[config.mk]
export PLATFORM = sky130hd
export DESIGN_NAME = two_gate_speed_timer_top
export DESIGN_NICKNAME = d
export VERILOG_FILES = /design/src/hw/rtl/tgst_pkg.sv /design/src/hw/rtl/tgst_front.sv /design/src/hw/rtl/tgst_queue.sv /design/src/hw/rtl/tgst_back.sv /design/src/hw/rtl/two_gate_speed_timer_top.sv
export SDC_FILE = /design/constraint.sdc
export NUM_CORES = 1
export LEC_CHECK = 0
export ABC_AREA = 1
export BUFFER_PORTS_ARGS = -buffer_cell sky130_fd_sc_hd__buf_2
export CORE_UTILIZATION = 55
export DETAILED_ROUTE_END_ITERATION = 8
export GPL_TIMING_DRIVEN = 0
export PLACE_DENSITY_LB_ADDON = 0.1
export SLEW_MARGIN = 10
export SYNTH_ARGS = -nofsm -noshare
export SYNTH_HDL_FRONTEND = slang
export SYNTH_SLANG_ARGS = --single-unit
[constraint.sdc]
create_clock -name clk -period 5.3 [get_ports clk]
set_clock_uncertainty 0.15 [all_clocks]
set_input_delay 0.795 -clock clk [delete_from_list [all_inputs] [get_ports clk]]
set_output_delay 0.795 -clock clk [all_outputs]
set_load 0.005 [all_outputs]
[src/hw/rtl/tgst_pkg.sv]
// ----------------------------------------------------------------------------
// tgst_pkg
// Shared types and constants of the two-gate speed timer: event codes,
// field widths, scale factors and the job record passed from front to back.
// ----------------------------------------------------------------------------
package tgst_pkg;

	// Event codes carried on the input tuser
	localparam logic [1:0] CMD_GATE_ONE = 2'd0;
	localparam logic [1:0] CMD_GATE_TWO = 2'd1;
	localparam logic [1:0] CMD_BUTTON   = 2'd2;

	// Field widths
	localparam int CMD_W   = 2;
	localparam int TIME_W  = 32;
	localparam int COUNT_W = 32;
	localparam int DIST_W  = 10;
	localparam int SPEED_W = 22;
	localparam int SCALE_W = 12;

	// Divider step counter covers DIST_W steps
	localparam int DIV_CNT_W = 4;

	// Scale factors for the two unit modes
	localparam logic [SCALE_W-1:0] SCALE_MPS = 12'd1000;
	localparam logic [SCALE_W-1:0] SCALE_KMH = 12'd3600;

	// Job queue between front and back
	localparam int QUEUE_DEPTH = 2;
	localparam int QPTR_W      = 1;
	localparam int QCNT_W      = 2;

	// One classified event, ready for the speed computation
	typedef struct packed {
		logic [COUNT_W-1:0] count;
		logic [TIME_W-1:0]  interval;
		logic               mode;
		logic               started;
	} job_t;

	// Push side of the job queue
	typedef struct packed {
		logic valid;
		job_t job;
	} job_push_t;

endpackage

[src/hw/rtl/tgst_front.sv]
// ----------------------------------------------------------------------------
// tgst_front
// Event front end: accepts gate and button beats, keeps the gate-one time
// ring, the slot indexes, the interval, the object count and the mode flags,
// and pushes one job per event into the queue.
// ----------------------------------------------------------------------------
module tgst_front #(
	parameter int SLOT_COUNT = 10
) (
	input  logic                        clk,
	input  logic                        arst_n,
	input  logic                        in_valid,
	output logic                        in_ready,
	input  logic [tgst_pkg::CMD_W-1:0]  in_cmd,
	input  logic [tgst_pkg::TIME_W-1:0] in_time,
	input  logic                        queue_full,
	output tgst_pkg::job_push_t         push
);

	localparam int SLOT_W = (SLOT_COUNT > 1) ? $clog2(SLOT_COUNT) : 1;
	localparam logic [SLOT_W-1:0] LAST_SLOT = SLOT_W'(SLOT_COUNT - 1);

	logic [tgst_pkg::TIME_W-1:0]  times_q [SLOT_COUNT];
	logic [SLOT_W-1:0]            g1_slot_q;
	logic [SLOT_W-1:0]            g2_slot_q;
	logic [tgst_pkg::TIME_W-1:0]  interval_q;
	logic [tgst_pkg::COUNT_W-1:0] count_q;
	logic                         mode_q;
	logic                         run_q;

	logic                         accept;
	logic [tgst_pkg::TIME_W-1:0]  interval_d;
	logic [tgst_pkg::COUNT_W-1:0] count_d;
	logic                         mode_d;
	logic                         run_d;
	logic                         g1_write;
	logic                         g2_step;

	assign in_ready = !queue_full;
	assign accept   = in_valid && in_ready;

	// Decode the event and work out the new status
	always_comb begin
		interval_d = interval_q;
		count_d    = count_q;
		mode_d     = mode_q;
		run_d      = run_q;
		g1_write   = 1'b0;
		g2_step    = 1'b0;
		unique case (in_cmd)
			tgst_pkg::CMD_GATE_ONE: begin
				g1_write = 1'b1;
			end
			tgst_pkg::CMD_GATE_TWO: begin
				g2_step    = 1'b1;
				interval_d = in_time - times_q[g2_slot_q];
				count_d    = count_q + tgst_pkg::COUNT_W'(1);
			end
			tgst_pkg::CMD_BUTTON: begin
				if (run_q) begin
					mode_d = !mode_q;
				end else begin
					run_d = 1'b1;
				end
			end
			default: begin
			end
		endcase
	end

	// Hold the event state; advance it on each accepted beat
	always_ff @(posedge clk or negedge arst_n) begin
		if (!arst_n) begin
			for (int i = 0; i < SLOT_COUNT; i++) begin
				times_q[i] <= '0;
			end
			g1_slot_q  <= '0;
			g2_slot_q  <= '0;
			interval_q <= tgst_pkg::TIME_W'(1);
			count_q    <= '0;
			mode_q     <= 1'b0;
			run_q      <= 1'b0;
		end else if (accept) begin
			if (g1_write) begin
				times_q[g1_slot_q] <= in_time;
				g1_slot_q <= (g1_slot_q == LAST_SLOT) ? '0 : g1_slot_q + SLOT_W'(1);
			end
			if (g2_step) begin
				g2_slot_q <= (g2_slot_q == LAST_SLOT) ? '0 : g2_slot_q + SLOT_W'(1);
			end
			interval_q <= interval_d;
			count_q    <= count_d;
			mode_q     <= mode_d;
			run_q      <= run_d;
		end
	end

	// Push the updated status as a job
	always_comb begin
		push.valid        = accept;
		push.job.count    = count_d;
		push.job.interval = interval_d;
		push.job.mode     = mode_d;
		push.job.started  = run_d;
	end

endmodule

[src/hw/rtl/tgst_queue.sv]
// ----------------------------------------------------------------------------
// tgst_queue
// Two-entry job queue that decouples the event front end from the speed
// back end.
// ----------------------------------------------------------------------------
module tgst_queue (
	input  logic                clk,
	input  logic                arst_n,
	input  tgst_pkg::job_push_t push,
	output logic                full,
	output logic                pop_valid,
	input  logic                pop,
	output tgst_pkg::job_t      pop_job
);

	tgst_pkg::job_t                 entries_q [tgst_pkg::QUEUE_DEPTH];
	logic [tgst_pkg::QPTR_W-1:0]    wr_ptr_q;
	logic [tgst_pkg::QPTR_W-1:0]    rd_ptr_q;
	logic [tgst_pkg::QCNT_W-1:0]    cnt_q;
	logic                           do_push;
	logic                           do_pop;

	assign full      = (cnt_q == tgst_pkg::QCNT_W'(tgst_pkg::QUEUE_DEPTH));
	assign pop_valid = (cnt_q != '0);
	assign pop_job   = entries_q[rd_ptr_q];
	assign do_push   = push.valid && !full;
	assign do_pop    = pop && pop_valid;

	// Store pushed jobs
	always_ff @(posedge clk) begin
		if (do_push) begin
			entries_q[wr_ptr_q] <= push.job;
		end
	end

	// Advance pointers and fill count
	always_ff @(posedge clk or negedge arst_n) begin
		if (!arst_n) begin
			wr_ptr_q <= '0;
			rd_ptr_q <= '0;
			cnt_q    <= '0;
		end else begin
			if (do_push) begin
				wr_ptr_q <= wr_ptr_q + tgst_pkg::QPTR_W'(1);
			end
			if (do_pop) begin
				rd_ptr_q <= rd_ptr_q + tgst_pkg::QPTR_W'(1);
			end
			case ({do_push, do_pop})
				2'b10:   cnt_q <= cnt_q + tgst_pkg::QCNT_W'(1);
				2'b01:   cnt_q <= cnt_q - tgst_pkg::QCNT_W'(1);
				default: cnt_q <= cnt_q;
			endcase
		end
	end

endmodule

[src/hw/rtl/tgst_back.sv]
// ----------------------------------------------------------------------------
// tgst_back
// Speed back end: holds the gate distance, divides it by the interval one
// quotient bit a cycle, scales the quotient and drives the result register.
// ----------------------------------------------------------------------------
module tgst_back (
	input  logic                         clk,
	input  logic                         arst_n,
	input  logic                         cfg_wr_en,
	input  logic [tgst_pkg::DIST_W-1:0]  cfg_wr_data,
	input  logic                         job_valid,
	output logic                         job_pop,
	input  tgst_pkg::job_t               job,
	output logic                         out_valid,
	input  logic                         out_ready,
	output logic [tgst_pkg::COUNT_W-1:0] out_count,
	output logic [tgst_pkg::SPEED_W-1:0] out_speed,
	output logic                         out_mode,
	output logic                         out_started,
	output logic                         out_zero
);

	typedef enum logic [3:0] {
		ST_IDLE = 4'b0001,
		ST_DIV  = 4'b0010,
		ST_MUL  = 4'b0100,
		ST_DONE = 4'b1000
	} state_t;

	localparam logic [tgst_pkg::DIV_CNT_W-1:0] LAST_STEP =
		tgst_pkg::DIV_CNT_W'(tgst_pkg::DIST_W - 1);

	state_t                          state_q;
	logic [tgst_pkg::DIST_W-1:0]     dist_q;
	logic [tgst_pkg::DIV_CNT_W-1:0]  step_q;
	logic [tgst_pkg::DIST_W-1:0]     dvd_q;
	logic [tgst_pkg::DIST_W-1:0]     rem_q;
	logic [tgst_pkg::DIST_W-1:0]     quot_q;
	logic [tgst_pkg::TIME_W-1:0]     divisor_q;
	logic [tgst_pkg::SPEED_W-1:0]    speed_q;
	tgst_pkg::job_t                  job_q;
	logic                            zero_q;

	logic [tgst_pkg::DIST_W:0]       trial;
	logic                            fits;
	logic [tgst_pkg::SCALE_W-1:0]    scale;
	logic                            out_free;

	// Hold the gate distance
	always_ff @(posedge clk or negedge arst_n) begin
		if (!arst_n) begin
			dist_q <= '0;
		end else if (cfg_wr_en) begin
			dist_q <= cfg_wr_data;
		end
	end

	// Restoring division step
	assign trial = {rem_q, dvd_q[tgst_pkg::DIST_W-1]};
	assign fits  = (tgst_pkg::TIME_W'(trial) >= divisor_q);
	assign scale = job_q.mode ? tgst_pkg::SCALE_KMH : tgst_pkg::SCALE_MPS;

	assign out_free = !out_valid || out_ready;
	assign job_pop  = (state_q == ST_IDLE) && job_valid;

	// Sequence one job: divide (skipped when the interval is zero), scale, deliver
	always_ff @(posedge clk or negedge arst_n) begin
		if (!arst_n) begin
			state_q <= ST_IDLE;
			step_q  <= '0;
		end else begin
			unique case (state_q)
				ST_IDLE: begin
					if (job_valid) begin
						step_q  <= '0;
						state_q <= (job.interval == '0) ? ST_MUL : ST_DIV;
					end
				end
				ST_DIV: begin
					step_q <= step_q + tgst_pkg::DIV_CNT_W'(1);
					if (step_q == LAST_STEP) begin
						state_q <= ST_MUL;
					end
				end
				ST_MUL: begin
					state_q <= ST_DONE;
				end
				ST_DONE: begin
					if (out_free) begin
						state_q <= ST_IDLE;
					end
				end
				default: begin
					state_q <= ST_IDLE;
				end
			endcase
		end
	end

	// Datapath registers of the divider and scaler
	always_ff @(posedge clk) begin
		if (state_q == ST_IDLE && job_valid) begin
			job_q     <= job;
			zero_q    <= (job.interval == '0);
			divisor_q <= job.interval;
			dvd_q     <= dist_q;
			rem_q     <= '0;
			quot_q    <= '0;
		end
		if (state_q == ST_DIV) begin
			dvd_q  <= {dvd_q[tgst_pkg::DIST_W-2:0], 1'b0};
			rem_q  <= fits ? trial[tgst_pkg::DIST_W-1:0] - divisor_q[tgst_pkg::DIST_W-1:0]
			               : trial[tgst_pkg::DIST_W-1:0];
			quot_q <= {quot_q[tgst_pkg::DIST_W-2:0], fits};
		end
		if (state_q == ST_MUL) begin
			speed_q <= tgst_pkg::SPEED_W'(quot_q) * tgst_pkg::SPEED_W'(scale);
		end
	end

	// Hold the result until it is taken
	always_ff @(posedge clk or negedge arst_n) begin
		if (!arst_n) begin
			out_valid <= 1'b0;
		end else if (state_q == ST_DONE && out_free) begin
			out_valid <= 1'b1;
		end else if (out_ready) begin
			out_valid <= 1'b0;
		end
	end

	always_ff @(posedge clk) begin
		if (state_q == ST_DONE && out_free) begin
			out_count   <= job_q.count;
			out_speed   <= zero_q ? '0 : speed_q;
			out_mode    <= job_q.mode;
			out_started <= job_q.started;
			out_zero    <= zero_q;
		end
	end

endmodule

[src/hw/rtl/two_gate_speed_timer_top.sv]
// A result follows its accepted event beat through the job queue, the serial divider
// (skipped when the interval is zero), the scaling step and the output register, and may wait there on the output.
// The back end takes one event at a time, paced by its 10-step serial divider; a
// two-entry queue lets the front take events while the back works.
// Reset (arst_n low, asynchronous) clears the time ring, slots, count, mode and
// started flag, sets the interval to one and the gate distance to zero.
// ----------------------------------------------------------------------------
// two_gate_speed_timer_top
// Light gate speed timer: pairs gate-one and gate-two events, counts objects
// and reports the speed in one of two unit modes.
// ----------------------------------------------------------------------------
module two_gate_speed_timer_top #(
	parameter int SLOT_COUNT = 10
) (
	input  logic        clk,
	input  logic        arst_n,
	input  logic        cfg_wr_en,
	input  logic [9:0]  cfg_wr_data,    // gate_distance_cm
	input  logic        s_tvalid,
	output logic        s_tready,
	input  logic [31:0] s_tdata,        // [31:0] event_time_ms
	input  logic [1:0]  s_tuser,        // [1:0] cmd
	output logic        m_tvalid,
	input  logic        m_tready,
	output logic [55:0] m_tdata,        // [31:0] object_count, [53:32] speed_value,
	                                    // [54] started_flag, [55] zero_interval
	output logic        m_tuser         // [0] unit_mode
);

	tgst_pkg::job_push_t          push;
	tgst_pkg::job_t               pop_job;
	logic                         queue_full;
	logic                         pop_valid;
	logic                         pop;
	logic [tgst_pkg::COUNT_W-1:0] out_count;
	logic [tgst_pkg::SPEED_W-1:0] out_speed;
	logic                         out_started;
	logic                         out_zero;

	tgst_front #(
		.SLOT_COUNT (SLOT_COUNT)
	) u_front (
		.clk        (clk),
		.arst_n     (arst_n),
		.in_valid   (s_tvalid),
		.in_ready   (s_tready),
		.in_cmd     (s_tuser),
		.in_time    (s_tdata),
		.queue_full (queue_full),
		.push       (push)
	);

	tgst_queue u_queue (
		.clk       (clk),
		.arst_n    (arst_n),
		.push      (push),
		.full      (queue_full),
		.pop_valid (pop_valid),
		.pop       (pop),
		.pop_job   (pop_job)
	);

	tgst_back u_back (
		.clk         (clk),
		.arst_n      (arst_n),
		.cfg_wr_en   (cfg_wr_en),
		.cfg_wr_data (cfg_wr_data),
		.job_valid   (pop_valid),
		.job_pop     (pop),
		.job         (pop_job),
		.out_valid   (m_tvalid),
		.out_ready   (m_tready),
		.out_count   (out_count),
		.out_speed   (out_speed),
		.out_mode    (m_tuser),
		.out_started (out_started),
		.out_zero    (out_zero)
	);

	// Pack the result beat
	assign m_tdata = {out_zero, out_started, out_speed, out_count};

endmodule
Word-level counts from Yosys, hierarchy flattened:

Memory sizes are Yosys's and may differ from the RTL's.
Index checks and enable logic that the tools add are counted.

* mux-type cells: 34
* equality and inequality tests: 15
* bitwise gates (word level): 2
* order comparisons: 4
* reductions and logical operators: 21
* multiply operators: 1
* $add $sub $neg: 10

Operators by type and width (count)
* $bwmux W320: 1
* $mux W32: 5
* $bmux W32 S4: 1
* $demux W32 S4: 1
* $mux W10: 6
* $add A32 B1 Y32 const B: 1
* $ge A11 B32 Y1: 1
* $logic_not A32 Y1: 1
* $sub A32 B32 Y32: 1
* $mux W4: 6
* $mul A10 B12 Y22: 1
* $eq A4 B4 Y1 const B: 4
* $pmux W4 S4: 1
* $add A4 B1 Y4 const B: 3
* $mux W12: 1
* $ge A5 B5 Y1 const B: 2
* $not A4 Y5: 2
* $reduce_bool A2 Y1: 5
* $sub A10 B10 Y10: 1
* $mux W1: 9
* $pmux W4 S2: 1
* $eq A2 B2 Y1 const B: 3
* $logic_and A1 B1 Y1: 6
* $ne A2 B1 Y1 const B: 3
* other kinds (15): 21

* flip-flop bits (word level): 593
* logic and storage cells: 126
* bits in writable memories: 132
* memories kept: 1
* input port bits: 49

Memory list
* u_queue.entries_q: words 2, width 66, read ports 1, clocked after memory_dff 0, wr ports 1, RTL line tgst_queue.sv:16 `tgst_pkg::job_t entries_q [tgst_pkg::QUEUE_DEPTH];`

Logic depth before layout (Yosys ltp):

* depth in word-level cells: 6
* depth in mapped cells: 23
* depth with buffers taken out: 23

Cells and area by module:

A second synthesis with hierarchy kept.

* cell total of the unflattened synthesis: 3838
* area total of the unflattened synthesis: 35086.2 um^2

By module, submodules not included
* tgst_front: times used 1, area an instance 20034.2 um^2, cells an instance 2538
* tgst_back: times used 1, area an instance 9992.1 um^2, cells an instance 921
* tgst_queue: times used 1, area an instance 5044.8 um^2, cells an instance 377
* two_gate_speed_timer_top: times used 1, area an instance 15.0 um^2, cells an instance 2

Worst setup path after synthesis:

OpenSTA, ideal clock, no wires.

* kind: register -> register
* start: register u_back.job_q[1] in the netlist's numbering
* end: register u_back.speed_q[19] in the netlist's numbering, data pin
* slack: 331 ps
* setup time: 262 ps
* data arrival time: 4556 ps
* stages on the path, launching flop included: 21
* clock period less this slack: 4969 ps
* path through: edfxtp_1 clkbuf_1 clkbuf_1 nor2_1 ha_1 clkbuf_1 fa_1 inv_1 fa_1 inv_1 fa_1 inv_1 fa_1 inv_1 ha_1 nand2_1 o21ai_0 nand2_1 nand3_1 a21oi_1 xor2_1

* cells in the longest elaborated chain, start to end: 2

Ends and longest elaborated chain
* from (decl): RTL line tgst_back.sv:41 `tgst_pkg::job_t job_q;`
* from (signal assigned): RTL line tgst_back.sv:103 `job_q <= job;`
* $mux W12: RTL line tgst_back.sv:61 `assign scale = job_q.mode ? tgst_pkg::SCALE_KMH : tgst_pkg::SCALE_MPS;`
* $mul A10 B12 Y22: RTL line tgst_back.sv:117 `speed_q <= tgst_pkg::SPEED_W'(quot_q) * tgst_pkg::SPEED_W'(scale);`
* to (signal assigned): RTL line tgst_back.sv:117
* to (decl): RTL line tgst_back.sv:40 `logic [tgst_pkg::SPEED_W-1:0] speed_q;`

No other way between the ends.
A chain may end at the register's enable or synchronous reset.

Worst setup path after layout:

* start: register u_back.job_q[1] in the netlist's numbering
* end: register u_back.speed_q[16] in the netlist's numbering, data pin

Same word-level chain as after synthesis.

==> out/qor.json <==
{
  "status": {
    "run_status": "completed"
  },
  "critical_path": {
    "timing.critical_path.slowest_stage_cell": "sky130_fd_sc_hd__fa_1",
    "timing.critical_path.required_ps": 5520,
    "critPathBufInv": 7,
    "worst_setup_path_end_kind": "flip-flop",
    "path_delay_family": "adder cells",
    "crit_path_cell_trace": "buf_6 > inv_4 > nand2_2 > nor2_2 > nor2_1 > ha_1 > or2_2 > fa_1 > inv_1 > fa_1 > inv_1 > fa_1 > inv_1 > fa_1 > inv_1 > ha_4 > a21oi_2 > o21ai_1 > nand2_1 > nand4_1 > buf_4 > xor2_1",
    "cp_data_arrival_time_ps": 5340,
    "worstSetupStartpointType": "flip-flop",
    "cp_max_fo": 4,
    "critPathMaxStageDelay_ps": 530,
    "crit_type": "reg2reg"
  },
  "grt": {
    "use_met1_pct": 39.4,
    "grt.busiest_layer": "met2",
    "number_of_antenna_violations_at_the_first_check_in_global_routing": 1,
    "grt_max_degree": 104,
    "first_pass_grt_wire_length_mm": 146,
    "global_route.overflow_total": 0,
    "met3_usage_pct": 3.52,
    "met2_usage_pct": 48.4,
    "globalRouteTotalUtil_pct": 29.4,
    "via_count_of_the_first_global_routing_pass": 25900
  },
  "clocking": {
    "cts_max_level": 3,
    "cts_root_buf": "sky130_fd_sc_hd__clkbuf_16",
    "cts.clk_slew.worst_paths_ps": 60,
    "clock_latency_ps": 630,
    "clk_path_buf_depth": 3,
    "cts_num_sinks": 719,
    "tritoncts.num_buffers": 76,
    "cts_tree": "done"
  },
  "sta": {
    "tightestPinTransition_ps": 984,
    "finalCriticalPeriod_ps": 5120,
    "max-slew-margin-rel_pct": 33.9,
    "layout_worst_path_cycle_share_pct": 96.6,
    "final_hold_viol_count": 0,
    "max_freq_mhz": 195,
    "maxSlewViolCount": 0,
    "holdWs_ps": 213,
    "setup_viol": 0,
    "fin_setup_tns_ps": 0
  },
  "routing": {
    "dr.first_iter.drc_count": 2099,
    "detail_route.first_pass.iterations": 6,
    "ant_nets": 0,
    "vias": 27000,
    "routed_wl_mm": 92.9,
    "drc_violation_count_after_routing": 0,
    "detail_route.vias_per_cell": 5.40,
    "detail_route.wl_per_cell_um": 18.6
  },
  "final_layout": {
    "most_frequent_cells_in_the_layout": "959 x sky130_fd_sc_hd__nand2_1, 508 x sky130_fd_sc_hd__inv_1, 415 x sky130_fd_sc_hd__dfrtp_1, 375 x sky130_fd_sc_hd__o21ai_0, 304 x sky130_fd_sc_hd__nor2_1",
    "final_common_cell": "sky130_fd_sc_hd__nand2_1",
    "final_net_count": 4287,
    "post-route-cell-area_um2": 39800,
    "post_route_cells_drive_above_1_share_pct": 7.61,
    "n_antenna_cell": 0,
    "area_delta_synth_final_pct": 13.3
  },
  "logic_synthesis": {
    "ys_async_sr_fraction_pct": 58.0,
    "synth.avg_cell_area_um2": 9.02,
    "synth.area.mux_share_pct": 0,
    "post_synth_edffs": 301,
    "combinational_family_with_the_most_area_after_synthesis": "simple AND/OR/NAND/NOR gates",
    "synthFlopType": "sky130_fd_sc_hd__dfrtp_1",
    "synth_simple_gate_area_share_pct": 17.3,
    "synthXorXnorAreaFrac_pct": 1.87,
    "yosysWarningCount": 0,
    "sequential_element_share_of_the_synthesized_area_pct": 55.6,
    "synth.ff_latch_count": 719,
    "synth.distinct_cells": 44,
    "synth-adder-area-share_pct": 6.05,
    "synthesis.instances": 3890,
    "syn-cell-area_um2": 35100,
    "synth_area_in_compound_gates_pct": 11.6
  },
  "floorplanning": {
    "die_w_um": 255,
    "start_util_pct": 55.6,
    "dieArea_um2": 64800,
    "io-pin-count": 108,
    "core_region_area_um2": 63100,
    "rows": 92,
    "floorplan.die.height_um": 255
  },
  "placed_design": {
    "post_dp_cell_area_um2": 37000,
    "port-buffer-count": 103,
    "gp_congestion": 0.934,
    "dpl.hpwl_mm": 69.2
  },
  "min_path": {
    "min-delay-path-class": "in2reg"
  },
  "flow_run": {
    "cap_viol_max_count": 0
  }
}
## per-stage QoR
stage,setup WS (ps),instances,util [%]
finish,181,5000,63.1
global route,-35.7,5000,63.1
CTS,0.718,5000,62.9
detailed placement,-561,4854,58.6
global placement,-5400,4844,58.2
floorplan,331,3895,-
## kinds of logic after synthesis
kind of cell | Yosys count
AO/OA/AOI/OAI | 749
buffers and inverters | 693
other | 1
adder cells (fa/ha/maj) | 148
AND/OR/NAND/NOR | 1505
XOR/XNOR | 75
flip-flops | 719
## layer usage
| layer | part of all wire [%] | up-vias |
|---|---|---|
| li1 | - | 13100 |
| met1 | 43 | 12800 |
| met2 | 48 | 898 |
| met3 | 5.6 | 204 |
| met4 | 4.0 | 0 |
| met5 | 0 | - |
## flip-flops by register name (all words and copies together), names as in the netlist, 32 cells and up
register	flops
u_front.count_q	32
u_front.times_q	320
u_back.out_count	32
u_queue.entries_q	132
u_back.divisor_q	32
u_front.interval_q	32
u_back.job_q	34
## worst register-to-register path, cell delays in order (launching register included)
cell and delay [ps]:
sky130_fd_sc_hd__edfxtp_1 370, sky130_fd_sc_hd__buf_6 160, sky130_fd_sc_hd__inv_4 80, sky130_fd_sc_hd__nand2_2 80
sky130_fd_sc_hd__nor2_2 120, sky130_fd_sc_hd__nor2_1 80, sky130_fd_sc_hd__ha_1 190, sky130_fd_sc_hd__or2_2 300
sky130_fd_sc_hd__fa_1 490, sky130_fd_sc_hd__inv_1 50, sky130_fd_sc_hd__fa_1 480, sky130_fd_sc_hd__inv_1 50
sky130_fd_sc_hd__fa_1 530, sky130_fd_sc_hd__inv_1 50, sky130_fd_sc_hd__fa_1 500, sky130_fd_sc_hd__inv_1 70
sky130_fd_sc_hd__ha_4 260, sky130_fd_sc_hd__a21oi_2 120, sky130_fd_sc_hd__o21ai_1 80, sky130_fd_sc_hd__nand2_1 70
sky130_fd_sc_hd__nand4_1 240, sky130_fd_sc_hd__buf_4 220, sky130_fd_sc_hd__xor2_1 130
## layout make-up
type | count | area (um2)
Sequential cell | 719 | 19500
Inverter | 517 | 1950
Clock inverter | 31 | 460
Buffer | 174 | 731
Fill cell | 5401 | 23300
Clock buffer | 111 | 2220
Tap cell | 846 | 1060
Timing Repair Buffer | 119 | 815
Multi-Input combinational cell | 2483 | 13000
## final timing paths
path                                             end  depth (start not counted)  slack [ps]             start
worst max-delay path              u_back.speed_q[16]                         22         180   u_back.job_q[1]
worst min-delay path                u_back.out_valid                          2         210          m_tready
worst max register to register    u_back.speed_q[16]                         22         180   u_back.job_q[1]
worst min register to register  u_back.out_count[11]                          0         270  u_back.job_q[45]
max in group asynchronous          u_back.state_q[0]                          4        3070            arst_n
min in group asynchronous       u_front.times_q[183]                          2         550            arst_n
## synthesized netlist by cell type (3+ instances only)
cell type                   count  area, um2
sky130_fd_sc_hd__or2_2          9       56.3
sky130_fd_sc_hd__a21o_1         3       22.5
sky130_fd_sc_hd__edfxtp_1     301       9040
sky130_fd_sc_hd__o21bai_1      12       90.1
sky130_fd_sc_hd__dfrtp_1      415      10400
sky130_fd_sc_hd__o22ai_1       10       62.6
sky130_fd_sc_hd__nand4_1       17        106
sky130_fd_sc_hd__buf_1         25       93.8
sky130_fd_sc_hd__o221ai_1      11       96.3
sky130_fd_sc_hd__buf_2         26        130
sky130_fd_sc_hd__ha_1         112       1400
sky130_fd_sc_hd__a21oi_1      248       1240
sky130_fd_sc_hd__o2111ai_1     11       96.3
sky130_fd_sc_hd__nand3_1      147        736
sky130_fd_sc_hd__xnor2_1       24        210
sky130_fd_sc_hd__fa_1          36        721
sky130_fd_sc_hd__o21ai_0      378       1890
sky130_fd_sc_hd__o211ai_1      35        263
sky130_fd_sc_hd__buf_4          7       52.6
sky130_fd_sc_hd__a22oi_1       34        255
sky130_fd_sc_hd__nor2_1       310       1160
sky130_fd_sc_hd__xor2_1        51        447
sky130_fd_sc_hd__nor4_1        12       75.1
sky130_fd_sc_hd__nand2_1      964       3620
sky130_fd_sc_hd__nand3b_1       9       67.6
sky130_fd_sc_hd__clkinv_1       4       15.0
sky130_fd_sc_hd__nor3_4         3       48.8
sky130_fd_sc_hd__inv_2          3       11.3
sky130_fd_sc_hd__clkbuf_1     118        443
sky130_fd_sc_hd__nor2_2         3       18.8
sky130_fd_sc_hd__nor3_1        25        125
sky130_fd_sc_hd__inv_1        510       1910
## what timing repair did
action	in CTS	in global routing
endpoints found under the setup margin	10	19
gates cloned	0	0
resized for setup	13	19
hold buffers	1	0
hold endpoints to repair	57	0
pin swaps	2	3
setup buffers	3	2
Power is not shown: default switching activity piles up to over one toggle a cycle in this logic, so the estimate is an artifact.
